$ cat config.mk
export PLATFORM = sky130hd
export DESIGN_NAME = vrq_ctrl
export DESIGN_NICKNAME = d
export VERILOG_FILES = /design/src/rtl/vrq_pkg.sv /design/src/rtl/vrq_ctrl.sv
export SDC_FILE = /design/constraint.sdc
export NUM_CORES = 1
export LEC_CHECK = 0
export ABC_AREA = 1
export BUFFER_PORTS_ARGS = -buffer_cell sky130_fd_sc_hd__clkbuf_2
export CAP_MARGIN = 5
export CORE_AREA = 4 4 41 43
export DETAILED_ROUTE_END_ITERATION = 10
export DIE_AREA = 0 0 45 47
export GPL_TIMING_DRIVEN = 1
export SYNTH_ARGS = -nofsm -noshare
export SYNTH_HDL_FRONTEND = slang
export SYNTH_SLANG_ARGS = --single-unit
$ cat constraint.sdc
create_clock -name clk -period 1.4 [get_ports clk]
set_clock_uncertainty 0.1 [all_clocks]
set_input_delay 0.21 -clock clk [delete_from_list [all_inputs] [get_ports clk]]
set_output_delay 0.21 -clock clk [all_outputs]
set_load 0.03 [all_outputs]
$ cat src/rtl/vrq_pkg.sv
// Shared types and constants for the vruntime run queue scheduler.
`default_nettype none
package vrq_pkg;

  localparam int QUEUE_DEPTH = 64;
  localparam int TASK_ID_BITS = 8;
  localparam int IDX_W = $clog2(QUEUE_DEPTH);
  localparam int PTR_W = IDX_W + 1;
  localparam int RT_W = 63;
  localparam int PR_W = 4;
  localparam int SLICE_W = 12;
  localparam int BASE_W = 8;
  localparam int RUN_W = 7;
  localparam int CFG_IDX_W = 8;
  localparam int CFG_DATA_W = 64;

  // configuration register indexes
  localparam logic [CFG_IDX_W-1:0] CFG_BASE_SLICE = 8'd0;
  localparam logic [CFG_IDX_W-1:0] CFG_IDLE_ID = 8'd1;
  localparam logic [CFG_IDX_W-1:0] CFG_IDLE_RT = 8'd2;
  localparam logic [CFG_IDX_W-1:0] CFG_IDLE_PR = 8'd3;

  // item function codes
  localparam logic FUNC_INSERT = 1'b0;
  localparam logic FUNC_SCHED = 1'b1;

  typedef struct packed {
    logic [TASK_ID_BITS-1:0] id;
    logic [RT_W-1:0] rt;
    logic [PR_W-1:0] pr;
  } entry_t;

  typedef enum logic [3:0] {
    ST_IDLE,
    ST_ROUTE,
    ST_POP_RD,
    ST_POP_TAKE,
    ST_DECIDE,
    ST_INS_CHK,
    ST_INS_RD,
    ST_INS_CMP,
    ST_AFTER_INS,
    ST_SLICE,
    ST_DIV,
    ST_DONE
  } state_t;

  typedef struct packed {
    logic load;
    logic rd_head;
    logic pop_take;
    logic take_idle;
    logic decide;
    logic ins_chk;
    logic shift;
    logic place;
    logic div_start;
    logic div_step;
    logic out_load;
  } cmd_t;

  typedef struct packed {
    logic func;
    logic len_zero;
    logic ins_needed;
    logic ins_skip;
    logic p_zero;
    logic cmp_ge;
    logic slice_zero;
    logic div_last;
    logic out_free;
  } status_t;

endpackage
`default_nettype wire

$ cat src/rtl/vrq_ctrl.sv
// Controller state machine sequencing pop, sorted insert and slice divide.
`default_nettype none
module vrq_ctrl import vrq_pkg::*; (
  input  wire logic    clk,
  input  wire logic    rst,
  input  wire logic    in_valid,
  input  wire status_t sts,
  output cmd_t         cmd,
  output logic         busy
);

  state_t state, state_next;

  // state register
  always_ff @(posedge clk) begin
    if (rst) state <= ST_IDLE;
    else state <= state_next;
  end

  // next state and commands
  always_comb begin
    state_next = state;
    cmd = '0;
    busy = (state != ST_IDLE);
    unique case (state)
      ST_IDLE: begin
        if (in_valid) begin
          cmd.load = 1'b1;
          state_next = ST_ROUTE;
        end
      end
      ST_ROUTE: begin
        state_next = (sts.func == FUNC_SCHED) ? ST_POP_RD : ST_INS_CHK;
      end
      ST_POP_RD: begin
        cmd.rd_head = 1'b1;
        state_next = ST_POP_TAKE;
      end
      ST_POP_TAKE: begin
        if (sts.len_zero) cmd.take_idle = 1'b1;
        else cmd.pop_take = 1'b1;
        state_next = ST_DECIDE;
      end
      ST_DECIDE: begin
        cmd.decide = 1'b1;
        state_next = sts.ins_needed ? ST_INS_CHK : ST_SLICE;
      end
      ST_INS_CHK: begin
        cmd.ins_chk = 1'b1;
        state_next = sts.ins_skip ? ST_AFTER_INS : ST_INS_RD;
      end
      ST_INS_RD: begin
        if (sts.p_zero) begin
          cmd.place = 1'b1;
          state_next = ST_AFTER_INS;
        end else begin
          state_next = ST_INS_CMP;
        end
      end
      ST_INS_CMP: begin
        if (sts.cmp_ge) begin
          cmd.shift = 1'b1;
          state_next = ST_INS_RD;
        end else begin
          cmd.place = 1'b1;
          state_next = ST_AFTER_INS;
        end
      end
      ST_AFTER_INS: begin
        state_next = (sts.func == FUNC_SCHED) ? ST_SLICE : ST_DONE;
      end
      ST_SLICE: begin
        cmd.div_start = 1'b1;
        state_next = sts.slice_zero ? ST_DIV : ST_DONE;
      end
      ST_DIV: begin
        cmd.div_step = 1'b1;
        if (sts.div_last) state_next = ST_DONE;
      end
      ST_DONE: begin
        if (sts.out_free) begin
          cmd.out_load = 1'b1;
          state_next = ST_IDLE;
        end
      end
      default: state_next = ST_IDLE;
    endcase
  end

endmodule
`default_nettype wire

* Word-level counts from Yosys, hierarchy flattened
Index checks and enable logic that the tools add are counted.
** Cells by class
- Reduce and logical (&&, ||, !) cells :: 3
- Mux-type cells :: 28
- Eq/ne operators :: 14
** Operators with widths (count)
- $pmux 4 s12 :: 1
- $mux 4 :: 7
- $eq 4x3->1 const B :: 4
- $eq 4x4->1 const B :: 4
- $mux 1 :: 16
- $eq 4x2->1 const B :: 2
- $ne 2x2->1 const B :: 3
- $eq 4x1->1 const B :: 1
- $logic_not 4->1 :: 1
- $mux 2 :: 2
- $reduce_bool 4->1 :: 1
- $mux 3 :: 1
- $reduce_and 3->1 :: 1
- $pmux 1 s2 :: 1
** Word-level totals
- Output and inout port bits :: 12
- Word-level logic and storage cells :: 46
- Input bits :: 12
- Flip-flop bits (word level) :: 4

* Longest topological paths before layout
Gate-level depths: netlist of run 1.
- Depth after elaboration :: 3
- Gate-level depth with buffers :: 9
- Depth with buffers taken out :: 9

* Worst setup path after synthesis of run 1
Ideal clock, no wire load.
- Kind :: register to output
- Start point :: reg state[2]
- End point :: out cmd[10] (netlist name)
- Path buffers :: 0
- Slack :: -0.207 ns
- Cell stages (with the launch flop) :: 4
- Data arrival time :: 1.297 ns
- Data required time :: 1.090 ns
- Path through :: dfxtp_1 > nor2_1 > nand2_1 > nor2_1
** RTL lines
- start: declaration :: line vrq_ctrl.sv:12 : state_t state, state_next;
- start signal: assignment :: line vrq_ctrl.sv:17 : else state <= state_next;
- end: declaration :: line vrq_ctrl.sv:8 : output cmd_t cmd,

==> results of run 1 <==
worst max-delay path: stages (launching register included):
cell,delay [ps]
dfxtp_4,370
nor2_2,190
inv_1,110
nor2_4,110
clkbuf_8,160
layout make-up:
| type | instances | area (um^2) |
|---|---|---|
| multi-input combinational | 60 | 387.9 |
| inverter | 21 | 83.83 |
| sequential | 4 | 95.09 |
| timing repair buffer | 34 | 296.5 |
| clock buffer | 3 | 22.52 |
| fill | 104 | 396.6 |
| tap | 15 | 18.77 |
kinds of logic (layout without fill, tap and decap cells):
kind of cell,Yosys count,count (layout),share of synthesized area (%)
AO/OA/AOI/OAI,8,8,9.668
buffers and inverters,21,58,17.40
flip-flops,4,4,17.68
AND/OR/NAND/NOR,52,52,55.25
layer usage:
metal  GRT usage (%)  vias to the layer above
met5               0                        -
li1                -                      331
met1           20.96                      284
met4           5.263                        0
met2           27.40                       25
met3           4.981                        2
how the worst max path moves through the flow:
stage | start | to | cells after the start
3_3_place_gp | state[0] | cmd[3] | 5
4_1_cts | state[3] | cmd[3] | 6
6_report | state[0] | cmd[6] | 4
5_1_grt | state[0] | cmd[6] | 4
3_5_place_dp | state[0] | cmd[3] | 5
2_1_floorplan | state[2] | cmd[7] | 3
through the flow:
| step | utilization [%] | hold WS (ps) | power [mW] | setup WS [ps] | setup TNS, ps |
|---|---|---|---|---|---|
| after floorplan | - | 179.1 | 0.4053 | -21.42 | -51.00 |
| after global placement | 48.75 | 319.1 | 0.5218 | -41.47 | -48.84 |
| after detailed placement | 48.75 | 324.2 | 0.5189 | -31.90 | -32.17 |
| after CTS | 64.71 | 60.05 | 0.7835 | -110.7 | -645.2 |
| after global routing | 69.52 | 73.75 | 0.9044 | -177.2 | -1484 |
| final | 69.52 | 67.70 | 0.8466 | -114.8 | -725.8 |
timing repair:
item                       CTS  global route
resized for setup           46            20
buffers inserted             5             2
pin swaps                    6            12
setup endpoints to repair   12            15
cells in the final DEF, fill, tap and decap left out, types with 3 or more instances in the layout:
cell type and n:
buf_8 4, nor2_1 6, dfxtp_4 4, clkbuf_2 11, buf_4 12, inv_2 8, nor2_2 3, inv_1 11
nand2_1 13, clkbuf_4 3, nor2_4 7, clkbuf_8 5, nand3_1 5, nand2_2 10
where the power goes:
group / internal [mW] / switching (mW) / total (mW)
registers: 0.140 / 0.0471 / 0.187
logic: 0.213 / 0.292 / 0.506
clock network: 0.0965 / 0.0571 / 0.154
==> metrics, run 1 <==
period utilization=108.2%; largest net degree at the start of global routing=7; Max-cap violations=0; Worst-path clk slew=~40 ps; DRC=0; main area contributors after synthesis=dfxtp_1 18%, nand2_1 17%, inv_1 14%; remaining global-route overflow=0; reg2reg setup slack=-70 ps; Placed Area=~630 um^2; Data required, critical path=about 1100 ps; final cell count without fillers=~140; Clk Latency, worst-skew pair=250 ps; routed wl met3=between 100 and 150 um; Syn-to-layout area delta=99.72%; most frequent cell after synthesis=nand2_1; achievable clock frequency=roughly 660 MHz; Synth warnings=0; DP HPWL=approximately 1.1 mm; pin slew with the least headroom to its limit=slightly below 200 ps; area leader, netlist=dfxtp_1; Synth Net Count=slightly below 100; Detailed Routing Iterations Pass 1=4; Hold Vio Cnt, Final=0; share of cells above drive strength 1=63.93%; Worst R2R End=state[0]; share of the synthesized area in the top cell type=about 18%; CP endpoint kind=primary output; critical setup path kind=flop to primary output; Post-DRT Antenna Nets=0; top layer used by detailed routing=met4; final setup violation count=12; vias per cell=between 4 and 5; max_slew headroom=86.60%; row count=13; status=complete, but fails checks; clock sink count=4; final period demand of the worst path=roughly 1500 ps; Port Buffers=23; CP Launch Type=flop; CTS Buf Count=3; Final Wtd Congestion=approximately 0.79; final net count=roughly 140; P_leak=0.4969 nW; mean post-synth cell area=roughly 5.3 um^2; sequential element share of the synthesized area=between 15 and 20%; failing checks=setup timing; Power Density=935.9 mW/mm^2; Worst Path Max Fanout=6; Die ar.=roughly 0.0021 mm^2; initial DRC count=13; placed cell count=127; first-pass GRT wire length=2.587 mm; Yosys reg bits=4; Hold Path Stages=2; Die Wd=around 45 um; Reg2Reg Depth=9; wl on met1=703 um; r2r startpoint=state[0]; Mapped Cells=between 80 and 90; Slew Viols, Final=0; number of synthesized flops with an enable pin=0; clock root buffer=clkbuf_4; CTS Buffer Depth=2; initial core utilization=34.81%; H-tree Lvls=1; min-delay src=rst; Boundary Pins=24; Commonest cells post-synth=20 x nand2_1, 17 x inv_1, 10 x nor2_1; wire per inst=11.87 um; Die H=about 47 um; Top reg by flops=state; max reg flops=4; routed wire length=around 1.6 mm; Netlist Area Pre-Place=around 450 um^2; post-synth cell types=17; hold_buf cts=0; Synth Flop Type=dfxtp_1; Core ar.=0.001301 mm^2; n_diodes=0; CP Data Arrival Time=between 1000 and 1500 ps; CTS tree=built; vias in the first global route=615; HP Class=input pin to flop; design area=904.6 um^2; met2 wire length=~800 um; Hold EP=state[0]; antenna violations before repair=0; top flop regs=state (4); Post-synth ARST share=0%; RSZ-0062 raised after global routing=true; maximum VDD drop=between 0.8 and 0.9 mV; Vias=642; Total GRT Usage=16.68%; Setup WS post-layout=-114.8 ps
Note: power is estimated with default switching activity, not from simulation.
==> run 2, diff against run 1 <==
Settings changed: PLACE_DENSITY set to 0.68.
==> metrics, run 2 (same netlist as run 1, synthesis figures left out) <==
failing checks=setup timing; clock sink count=4 (unchanged); critical setup path kind=flop to primary output; wire per inst=13.29 um (+12%); final setup TNS=-912.4 ps (-186.6 ps); Placed Area=634.4 um^2 (unchanged); remaining global-route overflow=0 (unchanged); Die H=47 um (unchanged); design area=892.1 um^2 (-1.4%); Die ar.=0.002115 mm^2 (unchanged); Total GRT Usage=16.90% (+0.22 points); Power Density=945.1 mW/mm^2 (+0.99%); r2r startpoint=state[3]; row count=13 (unchanged); CP Data Arrival Time=1210 ps (about the same); CP Launch Type=flop; Crit. Startpoint=state[3]; commonest non-fill, non-tap cell in the layout=inv_1; CTS Buf Count=3 (unchanged); final cell count without fillers=136 (-0.73%); status=complete, but fails checks; reg2reg setup slack=-100 ps (-30 ps); vias per cell=4.956 (+5.8%); pin slew with the least headroom to its limit=219.5 ps (+20.57 ps); largest net degree at the start of global routing=6 (-1); RSZ-0062 raised after global routing=true; maximum VDD drop=0.7095 mV (-16%); Detailed Routing Iterations Pass 1=4 (unchanged); Final Wtd Congestion=0.8124 (+3.4%); routed wire length=1.807 mm (+11%); Top reg by flops=state; fillers=108 (+3.8%); Hold Vio Cnt, Final=0 (unchanged); Syn-to-layout area delta=96.96%; CTS Buffer Depth=2 (unchanged); most frequent cells in the layout=13 x inv_1, 12 x nand2_2, 12 x nand2_1, 11 x clkbuf_2, 9 x buf_4; Boundary Pins=24 (unchanged); achievable clock frequency=659.7 MHz (about the same); Setup WS post-layout=-115.8 ps (-0.9540 ps); max reg flops=4 (unchanged); max_slew headroom=85.21% (-1.4 points); Vias=674 (+5.0%); Slew Viols, Final=0 (unchanged); HP Class=input pin to flop; antenna violations before repair=0 (unchanged); DP HPWL=1.062 mm (-2.3%); first-pass GRT wire length=2.504 mm (-3.2%); final period demand of the worst path=1516 ps (+0.9540 ps); Reg2Reg Depth=11 (+2); initial DRC count=19 (+6); Post-DRT Antenna Nets=0 (unchanged); hold_buf cts=0 (unchanged); Worst R2R End=state[1]; vias in the first global route=612 (-0.49%); H-tree Lvls=1 (unchanged); initial core utilization=34.81% (unchanged); clock root buffer=clkbuf_4; Die Wd=45 um (unchanged); Data required, critical path=1090 ps (about the same); GR Layer Usage met3=4.215% (-0.77 points); Tot Pwr=0.8432 mW (-0.41%); final net count=135 (-0.74%); share of cells above drive strength 1=63.64% (-0.30 points); Clk Latency, worst-skew pair=240 ps (about the same); CTS tree=built; GR Layer Usage met1=16.82% (-4.1 points); top flop regs=state (4); Core ar.=0.001301 mm^2 (unchanged); GR peak layer=met2; n_diodes=0 (unchanged); DRC=0 (unchanged); Port Buffers=23 (unchanged); Worst Path Max Fanout=4 (-2); met2 usage=27.97% (+0.56 points); P_leak=0.4861 nW (-2.2%); Worst-path clk slew=40 ps (about the same); crit path to=cmd[3]; period utilization=108.3% (about the same); placed cell count=127 (unchanged); CP endpoint kind=primary output; final setup violation count=11 (-1); Max-cap violations=0 (unchanged)
==> run 2: worst max-delay path, cell delays in order (launching register included) <==
cell and delay (ps):
dfxtp_4 360, inv_4 90, nand2_4 80, inv_2 90
nand2_2 70, o21ai_4 150, buf_8 140
==> run 2: how the worst min path moves through the flow <==
stage,slack [ps],cells past startpoint,to,startpoint
6_report,70,2,state[0],rst
3_3_place_gp,320,2,state[2],rst
5_1_grt,80,2,state[0],rst
3_5_place_dp,320,2,state[2],rst
2_1_floorplan,180,1,state[0],rst
4_1_cts,50,2,state[2],rst
==> run 2: area by class of cell <==
class / instances / area, um^2 / area share, %
clock buffer: 3 / 22.52 / 2.525
inverter: 21 / 86.33 / 9.677
multi-input combinational: 60 / 380.4 / 42.64
sequential: 4 / 95.09 / 10.66
tap: 15 / 18.77 / 2.104
timing repair buffer: 33 / 289.0 / 32.40
==> run 2: per-stage QoR <==
| stage | hold WS (ps) | setup WS (ps) | utilization, % |
|---|---|---|---|
| after floorplan | 179.1 | -21.42 | - |
| after global placement | 316.6 | 30.87 | 48.75 |
| after detailed placement | 320.2 | -11.45 | 48.75 |
| after CTS | 52.24 | -116.0 | 62.12 |
| after global routing | 78.27 | -169.5 | 68.56 |
| final | 70.64 | -115.8 | 68.56 |
==> run 2: repair_timing <==
item,CTS,global route
cloned,0,0
pin swaps,4,7
resized for setup,45,23
buffers inserted,1,5
endpoints found under the setup margin,12,16
==> run 2: report_power, final <==
group / internal (mW) / leakage, nW / switching [mW]
combinational: 0.222 / 0.437 / 0.298
sequential: 0.140 / 0.0356 / 0.0400
clock: 0.0958 / 0.0138 / 0.0468
==> run 2: per-layer routing <==
layer  part of all wire (%)  vias up
li1                       -      332
met1                     34      292
met2                     51       36
met3                    8.4       14
met4                    5.7        0
met5                      0        -
